--- config.mk ---
export PLATFORM = sky130hd
export DESIGN_NAME = miller_rabin_witness_test_core_flat
export DESIGN_NICKNAME = d
export VERILOG_FILES = /design/src/mrw_pkg.sv /design/src/mrw_in_if.sv /design/src/mrw_out_if.sv /design/src/miller_rabin_witness_test_core.sv /design/src/mrw_modmul.sv /design/src/flat_wrapper.sv
export VERILOG_INCLUDE_DIRS = /design/src /design/src/src
export SDC_FILE = /design/constraint.sdc
export NUM_CORES = 2
export LEC_CHECK = 0
export ABC_AREA = 1
export BUFFER_PORTS_ARGS = -buffer_cell sky130_fd_sc_hd__buf_4
export CAP_MARGIN = 20
export CORE_MARGIN = 8
export CORE_UTILIZATION = 30
export CTS_CLUSTER_DIAMETER = 150
export DETAILED_ROUTE_END_ITERATION = 8
export GPL_TIMING_DRIVEN = 0
export SYNTH_ARGS = -nofsm -noshare
export SYNTH_HDL_FRONTEND = slang
export SYNTH_SLANG_ARGS = --single-unit
--- constraint.sdc ---
create_clock -name clk_i -period 6.8 [get_ports clk_i]
set_input_delay 0.68 -clock clk_i [delete_from_list [all_inputs] [get_ports clk_i]]
set_output_delay 0.68 -clock clk_i [all_outputs]
set_load 0.02 [all_outputs]
--- src/miller_rabin_witness_test_core_macros.svh ---
// Assertion macros shared by the RTL files of the Miller-Rabin block.
`ifndef MILLER_RABIN_WITNESS_TEST_CORE_MACROS_SVH
`define MILLER_RABIN_WITNESS_TEST_CORE_MACROS_SVH

// The condition holds in the same cycle as the trigger.
`define MRW_ASSERT_SAME(lbl, trig, cond) \
  lbl: assert property (@(posedge clk_i) disable iff (!rst_ni) (trig) |-> (cond)) \
    else $error("assertion failed");

// The condition holds in the cycle after the trigger.
`define MRW_ASSERT_NEXT(lbl, trig, cond) \
  lbl: assert property (@(posedge clk_i) disable iff (!rst_ni) (trig) |=> (cond)) \
    else $error("assertion failed");

`endif

--- src/mrw_pkg.sv ---
package mrw_pkg;

  localparam int DefWidth  = 64;
  localparam int BaseWidth = 64;
  localparam int NumSmall  = 10;

  typedef enum logic [2:0] {
    VERDICT_BELOW_TWO   = 3'd0,
    VERDICT_SMALL_PRIME = 3'd1,
    VERDICT_SMALL_DIV   = 3'd2,
    VERDICT_PASSED      = 3'd3,
    VERDICT_FAILED      = 3'd4
  } verdict_e;

  typedef enum logic [3:0] {
    S_IDLE,
    S_SMALL,
    S_EVAL,
    S_REDUCE,
    S_SPLIT,
    S_CHKA,
    S_POW,
    S_PMUL,
    S_PSQ,
    S_SQ,
    S_SQW,
    S_FIN
  } state_e;

  // Handshake between the sequencer and the modular multiplier.
  typedef struct packed {
    logic start;
  } mul_req_t;

  typedef struct packed {
    logic busy;
    logic done;
  } mul_stat_t;

  // The ten primes up to 29.
  function automatic logic [4:0] small_prime(input int unsigned idx);
    logic [4:0] p;
    case (idx)
      0: p = 5'd2;
      1: p = 5'd3;
      2: p = 5'd5;
      3: p = 5'd7;
      4: p = 5'd11;
      5: p = 5'd13;
      6: p = 5'd17;
      7: p = 5'd19;
      8: p = 5'd23;
      9: p = 5'd29;
      default: p = 5'd2;
    endcase
    return p;
  endfunction

endpackage

--- src/mrw_in_if.sv ---
interface mrw_in_if #(
  parameter int WIDTH = mrw_pkg::DefWidth
);
  logic                          valid;
  logic                          ready;
  logic [WIDTH-1:0]              candidate;
  logic [mrw_pkg::BaseWidth-1:0] witness_base;

  modport source (output valid, output candidate, output witness_base, input ready);
  modport sink (input valid, input candidate, input witness_base, output ready);
endinterface

--- src/mrw_out_if.sv ---
interface mrw_out_if;
  logic       valid;
  logic       ready;
  logic       probably_prime;
  logic [2:0] decided_by;

  modport source (output valid, output probably_prime, output decided_by, input ready);
  modport sink (input valid, input probably_prime, input decided_by, output ready);
endinterface

--- src/miller_rabin_witness_test_core.sv ---
// Miller-Rabin witness round: each item carries a candidate n (WIDTH bits) and a 64-bit
// witness base, and yields one verdict with the rule that decided it. Items are handled
// one at a time. Trial division runs by the primes up to 29, then the base is reduced
// mod n, and n-1 is split into d*2^r. After that every modular product runs on one
// shared shift-and-add multiplier. An item needs bits(d)+popcount(d) products for the
// power and up to r-1 squarings, which is at most 2*WIDTH-2 products. A full-width
// candidate therefore takes up to 126 products. Small candidates finish after trial
// division, trivial bases after the split, before any product. A finished result
// waits in an output register while the next item is accepted.
`include "miller_rabin_witness_test_core_macros.svh"

module miller_rabin_witness_test_core #(
  parameter int WIDTH = mrw_pkg::DefWidth
) (
  input  logic        clk_i,
  input  logic        rst_ni,
  mrw_in_if.sink      in_if,
  mrw_out_if.source   out_if
);
  import mrw_pkg::*;

  localparam int CW = $clog2(WIDTH);
  localparam int BCW = $clog2(BaseWidth);

  state_e               state_q, state_d;
  logic [CW-1:0]        cnt_q, cnt_d;
  logic [BCW-1:0]       bcnt_q, bcnt_d;
  logic [CW-1:0]        r_q, r_d;
  logic [CW-1:0]        j_q, j_d;
  logic                 found_q, found_d;
  logic [WIDTH-1:0]     n_q, n_d, nm1_q, nm1_d;
  logic [BaseWidth-1:0] a_q, a_d;
  logic [WIDTH-1:0]     x_q, x_d, d_q, d_d, acc_q, acc_d, sq_q, sq_d;
  logic [4:0]           rem_q [NumSmall];
  logic [4:0]           rem_d [NumSmall];
  logic                 ov_q, ov_d;
  logic                 op_q, op_d;
  verdict_e             ob_q, ob_d;
  logic                 vp_q, vp_d;
  verdict_e             vb_q, vb_d;

  mul_req_t             mreq;
  mul_stat_t            mstat;
  logic [WIDTH-1:0]     mul_a, mul_b, mul_res;
  logic [WIDTH:0]       red;
  logic                 any_eq, any_div;

  mrw_modmul #(.WIDTH(WIDTH)) u_modmul (
    .clk_i  (clk_i),
    .rst_ni (rst_ni),
    .req_i  (mreq),
    .a_i    (mul_a),
    .b_i    (mul_b),
    .m_i    (n_q),
    .stat_o (mstat),
    .res_o  (mul_res)
  );

  // Small prime equality and divisibility flags from the finished remainders.
  always_comb begin
    any_eq  = 1'b0;
    any_div = 1'b0;
    for (int i = 0; i < NumSmall; i++) begin
      if (n_q == WIDTH'(small_prime(i))) begin
        any_eq = 1'b1;
      end
      if (rem_q[i] == '0) begin
        any_div = 1'b1;
      end
    end
  end

  // One bit of the base enters the running remainder mod n.
  always_comb begin
    red = {x_q, a_q[BaseWidth-1]};
    if (red >= {1'b0, n_q}) begin
      red = red - {1'b0, n_q};
    end
  end

  assign in_if.ready = (state_q == S_IDLE);

  // Sequencer: next state, datapath loads and multiplier requests.
  always_comb begin
    logic [5:0] t;
    state_d    = state_q;
    cnt_d      = cnt_q;
    bcnt_d     = bcnt_q;
    r_d        = r_q;
    j_d        = j_q;
    found_d    = found_q;
    n_d        = n_q;
    nm1_d      = nm1_q;
    a_d        = a_q;
    x_d        = x_q;
    d_d        = d_q;
    acc_d      = acc_q;
    sq_d       = sq_q;
    rem_d      = rem_q;
    vp_d       = vp_q;
    vb_d       = vb_q;
    ov_d       = ov_q;
    op_d       = op_q;
    ob_d       = ob_q;
    mreq.start = 1'b0;
    mul_a      = acc_q;
    mul_b      = sq_q;
    t          = '0;

    if (ov_q && out_if.ready) begin
      ov_d = 1'b0;
    end

    case (state_q)
      S_IDLE: begin
        if (in_if.valid) begin
          n_d   = in_if.candidate;
          a_d   = in_if.witness_base;
          cnt_d = CW'(WIDTH - 1);
          for (int i = 0; i < NumSmall; i++) begin
            rem_d[i] = '0;
          end
          state_d = S_SMALL;
        end
      end
      // Trial division, one candidate bit per cycle in all ten lanes.
      S_SMALL: begin
        for (int i = 0; i < NumSmall; i++) begin
          t = {rem_q[i], n_q[cnt_q]};
          if (t >= {1'b0, small_prime(i)}) begin
            t = t - {1'b0, small_prime(i)};
          end
          rem_d[i] = t[4:0];
        end
        cnt_d = cnt_q - 1'b1;
        if (cnt_q == '0) begin
          state_d = S_EVAL;
        end
      end
      S_EVAL: begin
        nm1_d  = n_q - 1'b1;
        x_d    = '0;
        bcnt_d = BCW'(BaseWidth - 1);
        if (n_q < WIDTH'(2)) begin
          vp_d    = 1'b0;
          vb_d    = VERDICT_BELOW_TWO;
          state_d = S_FIN;
        end else if (any_eq) begin
          vp_d    = 1'b1;
          vb_d    = VERDICT_SMALL_PRIME;
          state_d = S_FIN;
        end else if (any_div) begin
          vp_d    = 1'b0;
          vb_d    = VERDICT_SMALL_DIV;
          state_d = S_FIN;
        end else begin
          state_d = S_REDUCE;
        end
      end
      // Base mod n, one base bit per cycle.
      S_REDUCE: begin
        x_d    = red[WIDTH-1:0];
        a_d    = {a_q[BaseWidth-2:0], 1'b0};
        bcnt_d = bcnt_q - 1'b1;
        if (bcnt_q == '0) begin
          d_d     = nm1_q;
          r_d     = '0;
          state_d = S_SPLIT;
        end
      end
      S_SPLIT: begin
        if (d_q[0]) begin
          state_d = S_CHKA;
        end else begin
          d_d = {1'b0, d_q[WIDTH-1:1]};
          r_d = r_q + 1'b1;
        end
      end
      // Trivial bases pass at once.
      S_CHKA: begin
        if (x_q <= WIDTH'(1) || x_q == nm1_q) begin
          vp_d    = 1'b1;
          vb_d    = VERDICT_PASSED;
          state_d = S_FIN;
        end else begin
          acc_d   = WIDTH'(1);
          sq_d    = x_q;
          state_d = S_POW;
        end
      end
      // Square-and-multiply, exponent bits taken from the low end.
      S_POW: begin
        if (d_q == '0) begin
          found_d = (acc_q == WIDTH'(1)) || (acc_q == nm1_q);
          j_d     = CW'(1);
          state_d = S_SQ;
        end else if (d_q[0]) begin
          mreq.start = 1'b1;
          state_d    = S_PMUL;
        end else begin
          mreq.start = 1'b1;
          mul_a      = sq_q;
          state_d    = S_PSQ;
        end
      end
      S_PMUL: begin
        if (mstat.done) begin
          acc_d      = mul_res;
          mreq.start = 1'b1;
          mul_a      = sq_q;
          state_d    = S_PSQ;
        end
      end
      S_PSQ: begin
        if (mstat.done) begin
          sq_d    = mul_res;
          d_d     = {1'b0, d_q[WIDTH-1:1]};
          state_d = S_POW;
        end
      end
      // Up to r-1 further squarings looking for n-1.
      S_SQ: begin
        if (found_q || j_q >= r_q) begin
          vp_d    = found_q;
          vb_d    = found_q ? VERDICT_PASSED : VERDICT_FAILED;
          state_d = S_FIN;
        end else begin
          mreq.start = 1'b1;
          mul_b      = acc_q;
          state_d    = S_SQW;
        end
      end
      S_SQW: begin
        if (mstat.done) begin
          acc_d   = mul_res;
          found_d = (mul_res == nm1_q);
          j_d     = j_q + 1'b1;
          state_d = S_SQ;
        end
      end
      // Hand the verdict to the output register once it is free.
      S_FIN: begin
        if (!ov_q || out_if.ready) begin
          ov_d    = 1'b1;
          op_d    = vp_q;
          ob_d    = vb_q;
          state_d = S_IDLE;
        end
      end
      default: begin
        state_d = S_IDLE;
      end
    endcase
  end

  always_ff @(posedge clk_i or negedge rst_ni) begin
    if (!rst_ni) begin
      state_q <= S_IDLE;
      ov_q    <= 1'b0;
      cnt_q   <= '0;
      bcnt_q  <= '0;
      r_q     <= '0;
      j_q     <= '0;
      found_q <= 1'b0;
    end else begin
      state_q <= state_d;
      ov_q    <= ov_d;
      cnt_q   <= cnt_d;
      bcnt_q  <= bcnt_d;
      r_q     <= r_d;
      j_q     <= j_d;
      found_q <= found_d;
    end
  end

  always_ff @(posedge clk_i) begin
    n_q   <= n_d;
    nm1_q <= nm1_d;
    a_q   <= a_d;
    x_q   <= x_d;
    d_q   <= d_d;
    acc_q <= acc_d;
    sq_q  <= sq_d;
    rem_q <= rem_d;
    vp_q  <= vp_d;
    vb_q  <= vb_d;
    op_q  <= op_d;
    ob_q  <= ob_d;
  end

  assign out_if.valid          = ov_q;
  assign out_if.probably_prime = op_q;
  assign out_if.decided_by     = ob_q;

  // An accepted item always starts trial division.
  `MRW_ASSERT_NEXT(a_accept_small, in_if.valid && in_if.ready, state_q == S_SMALL)
  // The multiplier is only started while it is idle.
  `MRW_ASSERT_SAME(a_mul_idle, mreq.start, !mstat.busy)
  // A small prime verdict always says prime, a small divisor verdict composite.
  `MRW_ASSERT_SAME(a_small_verdict, ov_q && ob_q == VERDICT_SMALL_PRIME, op_q)
  `MRW_ASSERT_SAME(a_div_verdict, ov_q && ob_q == VERDICT_SMALL_DIV, !op_q)

endmodule

--- src/mrw_modmul.sv ---
`include "miller_rabin_witness_test_core_macros.svh"

module mrw_modmul #(
  parameter int WIDTH = mrw_pkg::DefWidth
) (
  input  logic               clk_i,
  input  logic               rst_ni,
  input  mrw_pkg::mul_req_t  req_i,
  input  logic [WIDTH-1:0]   a_i,
  input  logic [WIDTH-1:0]   b_i,
  input  logic [WIDTH-1:0]   m_i,
  output mrw_pkg::mul_stat_t stat_o,
  output logic [WIDTH-1:0]   res_o
);
  import mrw_pkg::*;

  localparam int CW = $clog2(WIDTH);

  logic             busy_q, busy_d;
  logic             done_q, done_d;
  logic [CW-1:0]    cnt_q, cnt_d;
  logic [WIDTH-1:0] a_q, b_q, m_q, acc_q;
  logic [WIDTH-1:0] a_d, b_d, m_d, acc_d;
  logic [WIDTH:0]   dbl, sum;
  logic [WIDTH-1:0] half, step;

  // One shift-and-add step: double mod m, then add a mod m if the bit is set.
  always_comb begin
    dbl = {acc_q, 1'b0};
    if (dbl >= {1'b0, m_q}) begin
      dbl = dbl - {1'b0, m_q};
    end
    half = dbl[WIDTH-1:0];
    sum  = {1'b0, half} + {1'b0, a_q};
    if (sum >= {1'b0, m_q}) begin
      sum = sum - {1'b0, m_q};
    end
    step = b_q[WIDTH-1] ? sum[WIDTH-1:0] : half;
  end

  // Control: load on start, then one multiplier bit per cycle, MSB first.
  always_comb begin
    busy_d = busy_q;
    done_d = 1'b0;
    cnt_d  = cnt_q;
    a_d    = a_q;
    b_d    = b_q;
    m_d    = m_q;
    acc_d  = acc_q;
    if (req_i.start && !busy_q) begin
      busy_d = 1'b1;
      cnt_d  = CW'(WIDTH - 1);
      a_d    = a_i;
      b_d    = b_i;
      m_d    = m_i;
      acc_d  = '0;
    end else if (busy_q) begin
      acc_d = step;
      b_d   = {b_q[WIDTH-2:0], 1'b0};
      cnt_d = cnt_q - 1'b1;
      if (cnt_q == '0) begin
        busy_d = 1'b0;
        done_d = 1'b1;
      end
    end
  end

  always_ff @(posedge clk_i or negedge rst_ni) begin
    if (!rst_ni) begin
      busy_q <= 1'b0;
      done_q <= 1'b0;
      cnt_q  <= '0;
    end else begin
      busy_q <= busy_d;
      done_q <= done_d;
      cnt_q  <= cnt_d;
    end
  end

  always_ff @(posedge clk_i) begin
    a_q   <= a_d;
    b_q   <= b_d;
    m_q   <= m_d;
    acc_q <= acc_d;
  end

  assign stat_o.busy = busy_q;
  assign stat_o.done = done_q;
  assign res_o       = acc_q;

  // A result is announced only when the unit has just gone idle.
  `MRW_ASSERT_SAME(a_done_idle, done_q, !busy_q)
  // A start while idle always begins a run.
  `MRW_ASSERT_NEXT(a_start_runs, req_i.start && !busy_q, busy_q && cnt_q == CW'(WIDTH - 1))
  // The last step ends the run with a done pulse.
  `MRW_ASSERT_NEXT(a_last_step, busy_q && cnt_q == '0, done_q && !busy_q)

endmodule
--- src/flat_wrapper.sv ---
// flat-port wrapper written by rule: the top's interface ports become plain ports
module miller_rabin_witness_test_core_flat import mrw_pkg::*;
#(
  parameter int WIDTH = mrw_pkg::DefWidth
)
  (clk_i, rst_ni, in_if_valid, in_if_candidate, in_if_witness_base, in_if_ready, out_if_valid, out_if_probably_prime, out_if_decided_by, out_if_ready);
  mrw_in_if #(.WIDTH(WIDTH)) in_if_i ();
  mrw_out_if out_if_i ();
  input  logic clk_i;
  input  logic rst_ni;
  input wire logic [$bits(in_if_i.valid)-1:0] in_if_valid;
  input wire logic [$bits(in_if_i.candidate)-1:0] in_if_candidate;
  input wire logic [$bits(in_if_i.witness_base)-1:0] in_if_witness_base;
  output wire logic [$bits(in_if_i.ready)-1:0] in_if_ready;
  output wire logic [$bits(out_if_i.valid)-1:0] out_if_valid;
  output wire logic [$bits(out_if_i.probably_prime)-1:0] out_if_probably_prime;
  output wire logic [$bits(out_if_i.decided_by)-1:0] out_if_decided_by;
  input wire logic [$bits(out_if_i.ready)-1:0] out_if_ready;
  assign in_if_i.valid = in_if_valid;
  assign in_if_i.candidate = in_if_candidate;
  assign in_if_i.witness_base = in_if_witness_base;
  assign in_if_ready = in_if_i.ready;
  assign out_if_valid = out_if_i.valid;
  assign out_if_probably_prime = out_if_i.probably_prime;
  assign out_if_decided_by = out_if_i.decided_by;
  assign out_if_i.ready = out_if_ready;
  miller_rabin_witness_test_core #(.WIDTH(WIDTH)) u_core (.clk_i(clk_i), .rst_ni(rst_ni), .in_if(in_if_i), .out_if(out_if_i));
endmodule
=== After elaboration in Yosys (flattened, before gate mapping) ===
Cells that the tools add are included.

* Add/sub/neg operators: 20
* Order comparisons: 17
* Eq/ne operators: 40
* Multiplexer cells: 144
* Reductions and logical operators: 46

{| class="wikitable"
|+ Operators by type and width
! cell !! count
|-
| $mux 64 || 18
|-
| $pmux 64 s2 || 5
|-
| $eq 64x5->1 const B || 4
|-
| $mux 5 || 40
|-
| $ge 65x64->1 || 3
|-
| $eq 64x64->1 || 3
|-
| $pmux 64 s3 || 1
|-
| $sub 64x64->64 || 3
|-
| $eq 64x2->1 const B || 2
|-
| $eq 64x3->1 const B || 2
|-
| $eq 64x4->1 const B || 2
|-
| $pmux 50 s2 || 1
|-
| $add 64x64->65 || 1
|-
| $eq 64x1->1 const B || 1
|-
| $le 64x1->1 const B || 1
|-
| $logic_not 64->1 || 1
|-
| $lt 64x2->1 const B || 1
|-
| $sub 64x1->64 const B || 1
|-
| $ge 6x5->1 || 10
|-
| $mux 4 || 14
|-
| $logic_not 5->1 || 10
|-
| $mux 50 || 1
|-
| $sub 5x5->5 || 10
|-
| $pmux 4 s12 || 1
|-
| 31 further kinds || 131
|}

* Register bits after elaboration: 800
* Output and inout bits: 6
* Word-level logic and storage cells: 303

=== Longest topological paths before layout ===
* Depth in word-level cells: 15
* Gate-level depth with buffers: 53
* Gate-level depth less buffers: 51

=== Hierarchy ===
Synthesis repeated with hierarchy kept, for this count alone.

* Cell total of the unflattened synthesis: 9388
* Area, all modules: 63553.5 sq um

{| class="wikitable"
|+ By module, submodules not included
! module !! times used !! cells an instance !! area each (sq um)
|-
| miller_rabin_witness_test_core || 1 || 4628 || 35491.5
|-
| mrw_modmul || 1 || 4760 || 28061.9
|}

=== Least setup slack after synthesis ===
OpenSTA, ideal clock, no wires.

* Path kind: register to register
* From: register u_core.state_q[1]
* To: register u_core.acc_q[0], enable pin
* Arrival: 5.649 ns
* Data required time: 6.226 ns
* Path slack: 0.577 ns
* Stages on the path, launching flop included: 8
* Buffers on the path: 1
* Path through: dfrtp_1 -> inv_1 -> nor2_1 -> nand2_1 -> nor2_1 -> nor2_1 -> clkbuf_1 -> o21ai_0

* Word-level cells in the longest chain between the ends: 4

{| class="wikitable"
|+ RTL lines
! what !! RTL line !! source
|-
| start: declaration || miller_rabin_witness_test_core.sv:25 || <nowiki>state_e state_q, state_d;</nowiki>
|-
| start signal: assignment || miller_rabin_witness_test_core.sv:266 || <nowiki>state_q <= state_d;</nowiki>
|-
| $eq 4x3->1 or $eq 4x4->1 (tied branches) || miller_rabin_witness_test_core.sv:114 || <nowiki>case (state_q)</nowiki>
|-
| $reduce_or 2->1 (no source line) || - ||
|-
| $ne 2x1->1 (no source line) or $reduce_bool 2->1 (tied branches) || - ||
|-
| $reduce_and 3->1 (no source line) * || - ||
|-
| end signal: assignment || miller_rabin_witness_test_core.sv:282 || <nowiki>acc_q <= acc_d;</nowiki>
|-
| end: declaration || miller_rabin_witness_test_core.sv:33 || <nowiki>logic [WIDTH-1:0] x_q, x_d, d_q, d_d, acc_q, acc_d, sq_q, sq_d;</nowiki>
|}

Mark *: on every way between the ends. The rest lies on a longest branch, timed or not.
A chain may end at the register's enable or synchronous reset.

=== Worst setup path after layout ===
* From: register u_core.u_modmul.acc_q[14], in the netlist u_core.u_modmul.res_o[14]
* To: register u_core.u_modmul.acc_q[55], in the netlist u_core.u_modmul.res_o[55]

* Word-level cells in the longest chain between the ends: 6

{| class="wikitable"
|+ RTL lines
! what !! RTL line !! source
|-
| start: declaration || mrw_modmul.sv:22 || <nowiki>logic [WIDTH-1:0] a_q, b_q, m_q, acc_q;</nowiki>
|-
| start signal: assignment || mrw_modmul.sv:84 || <nowiki>acc_q <= acc_d;</nowiki>
|-
| $sub 64x64->64 or $ge 65x64->1 (tied branches) || mrw_modmul.sv:31, mrw_modmul.sv:30 ||
|-
| $mux 64 * || mrw_modmul.sv:30 || <nowiki>if (dbl >= {1'b0, m_q}) begin</nowiki>
|-
| $add 64x64->65 || mrw_modmul.sv:34 || <nowiki>sum = {1'b0, half} + {1'b0, a_q};</nowiki>
|-
| $sub 64x64->64 or $ge 65x64->1 (tied branches) || mrw_modmul.sv:36, mrw_modmul.sv:35 ||
|-
| $mux 64 || mrw_modmul.sv:35 || <nowiki>if (sum >= {1'b0, m_q}) begin</nowiki>
|-
| $mux 64 * || mrw_modmul.sv:38 || <nowiki>step = b_q[WIDTH-1] ? sum[WIDTH-1:0] : half;</nowiki>
|}

Marked as above.

==> run summary <==
Post-synthesis register bit count -> 798
Chip Width -> 471 um
PwrDens -> 266 nW/um2
Hold Startpoint -> in_if_candidate[34]
Skew-Pair Late Insertion Delay -> 0.72 ns
Initial DRC Count -> 5,564
Mapped Avg Cell Area -> 6.95 um2
Most common cell in the synthesized netlist -> nand2_1
Die Ht -> 471 um
Clk sink count -> 798
Remaining antenna violation count -> 0
Max-cap violations -> 0
Stages on worst setup path -> 40
Post-synth top cells -> nand2_1 (2,889), inv_1 (1,399), nor2_1 (955)
Worst-path clk slew -> 0.07 ns
Final Hold Vio Count -> 0
Clock buffer depth -> 3
Crit path largest cell delay -> 0.60 ns
Setup crit end kind -> flop
DRT met1 WL -> 119 mm
Top achievable clock speed -> 149 MHz
Worst VDD drop -> 236 uV
Reg2reg end -> u_core.u_modmul.res_o[55]
Routed WL per cell -> 23.6 um
Crit path from -> u_core.u_modmul.res_o[14]
Max-slew violations -> 0
Cell count after synthesis -> 8,936
Bufs and invs on worst path -> 7
FF-to-FF setup slack -> 0.08 ns
Yosys top cell area share -> 33.7%
DR pass1 iterations -> 6
Crit path max fanout -> 10
Yosys top cell by area -> edfxtp_1
GRT Residual Overflow -> 0
# port buffers -> 137
DP HPWL -> 244 mm
Core Util, Final -> 36.4%
Final WL -> 285 mm
Final Non-Filler Cells -> 12,100
Clock root buffer -> clkbuf_16
CTS tree -> done
EDFF count, synth -> 696
Total Routing Usage GR -> 24.5%
Worst-Margin Slew -> 1.20 ns
Startpoint types -> flop
Place WS -> -2.29 ns
Final #Nets -> 9,747
Setup violators final -> 0
Vias in the first global route -> 59,600
Syn. warnings -> 0
DRC -> 0
Vias -> 61,400
Number of CTS-inserted buffers -> 88
Mapped Area -> 62,100 um2
FF-to-FF Start -> u_core.u_modmul.res_o[14]
Primary FF master, synth -> edfxtp_1
Largest net degree at the start of global routing -> 91
CORE AREA -> 206,000 um2
Synth Net Count -> 9,361
Critical path endpoint -> u_core.u_modmul.res_o[55]
Rows -> 167
Top layer in use -> met4
Design Power -> 19.9 mW
Worst path slowest cell -> dfxtp_1
Final worst-path cycle share -> 98.8%
Initial antenna violation count -> 7
Met3 wire length -> 16.8 mm
Crit path top cell by count -> nand2_1
# IOs -> 138
First-pass GRT wire length -> 401 mm
Die Area -> 222,000 um2
Max_slew headroom -> 19.7%
Synth area leaders -> edfxtp_1 (34%), nand2_1 (17%), inv_1 (8.5%), ha_1 (5.8%), nor2_1 (5.8%)
Placed cell count -> 11,800
CP top delay family -> simple AND/OR/NAND/NOR gates
Vias per Instance -> 5.08
GP Congestion -> 1.04
Max Clock Skew -> 0.0408 ns
CP required -> 7.46 ns
Status -> complete, no violations
Asr flop ratio synth -> 4.76%
Hold Crit Class -> in2reg
Layout cells sized above 1 -> 14.6%
Metal2 WL -> 129 mm
Reg2reg path depth -> 40
H-tree depth -> 3
Starting density of the core -> 30.1%
Leakage -> 33.1 nW
Final worst setup slack -> 0.0848 ns
Cell variety after synth -> 64
Setup Crit Path Kind -> reg2reg
CP arrival -> 7.37 ns
Area Growth Syn to Fin -> 21.0%
Final worst path period need -> 6.72 ns
Sequential share of the synthesized area -> 37.3%
==> cell families (layout without fill, tap and decap cells) <==
family	after synthesis	after routing	synth area share, %
compound gates	998	998	8.92
xor+xnor	328	328	4.63
fa+ha+maj	293	293	5.95
buf+inv	1620	2079	10.2
flops	798	798	37.3
mux	1	1	0.0181
other cells	0	2	0
simple gates	4898	4898	33.0
==> layout make-up <==
cell class	instances	area, um2
fill	21900	131000
multi-input combinational	6518	36500
sequential	798	23200
inverter	1427	5540
tap	2704	3380
timing repair buffer	297	2510
clock buffer	115	2460
buffer	192	1120
clock inverter	48	450
antenna	2	5.00
==> worst register-to-register path: cells and delay by family, from the launching register on <==
| family | cells | cell delay, ns |
|---|---|---|
| flip-flops | 1 | 0.60 |
| adder cells (fa/ha/maj) | 3 | 0.90 |
| AO/OA/AOI/OAI | 3 | 0.38 |
| AND/OR/NAND/NOR | 27 | 3.75 |
| buffers and inverters | 7 | 1.04 |
==> registers in the layout, summed over array words and instances (netlist names), 3 cells and up <==
| name | cells |
|---|---|
| u_core.u_modmul.a_q | 64 |
| u_core.state_q | 4 |
| u_core.sq_q | 64 |
| u_core.r_q | 6 |
| u_core.j_q | 6 |
| u_core.nm1_q | 64 |
| u_core.x_q | 64 |
| u_core.u_modmul.m_q | 64 |
| u_core.u_modmul.cnt_q | 6 |
| u_core.acc_q | 64 |
| u_core.vb_q | 3 |
| u_core.u_modmul.b_q | 64 |
| u_core.rem_q | 50 |
| u_core.bcnt_q | 6 |
| u_core.cnt_q | 6 |
| u_core.d_q | 64 |
| u_core.u_modmul.res_o | 64 |
| u_core.a_q | 64 |
| u_core.n_q | 64 |
==> routing by layer <==
layer	up-vias	GRT usage [%]
met4	0	14.3
met3	553	2.21
li1	29600	-
met2	2365	40.3
met1	28900	31.4
met5	-	0
==> timing repair <==
item | CTS | global route
resized for setup | 438 | 539
hold buffers | 1 | 0
buffers inserted | 70 | 69
pin swaps | 39 | 122
gates cloned | 1 | 2
endpoints found under the hold margin | 38 | 0
setup endpoints to repair | 64 | 64
==> cells in the final DEF (no fill, tap or decap), types with 155 or more instances in the layout <==
cell / synthesis / routed
nand2_2: 16 / 177
nand4_1: 155 / 155
nor2_1: 955 / 843
o21ai_0: 373 / 358
edfxtp_1: 696 / 696
xor2_1: 223 / 210
nand2_1: 2889 / 2690
inv_1: 1399 / 1317
nand3_1: 574 / 520
a21oi_1: 389 / 343
buf_4: 4 / 278
==> report_power, final <==
part	internal, mW	total (mW)	switching, mW
clock network	2.85	4.96	2.11
logic	2.13	7.27	5.14
registers	6.79	7.72	0.929
total	11.8	19.9	8.18
==> through the flow <==
step,area (um2),hold slack (ns),TNS (ns)
floorplan,62100,0.384,0
finish,75100,0.138,0
global route,75100,0.124,-0.397
detailed placement,66800,0.478,-132.33
global placement,66500,0.469,-308.75
CTS,72400,0.0875,0
==> worst min-delay path by stage <==
| stage | endpoint | slack [ns] | cells after the start |
|---|---|---|---|
| floorplan | u_core.bcnt_q[0] | 0.38 | 0 |
| global placement | u_core.bcnt_q[5] | 0.47 | 1 |
| detailed placement | u_core.bcnt_q[5] | 0.48 | 1 |
| CTS | u_core.n_q[34] | 0.09 | 1 |
| global route | u_core.n_q[25] | 0.12 | 1 |
| finish | u_core.n_q[34] | 0.14 | 1 |
(Power assumes the default switching activity.)
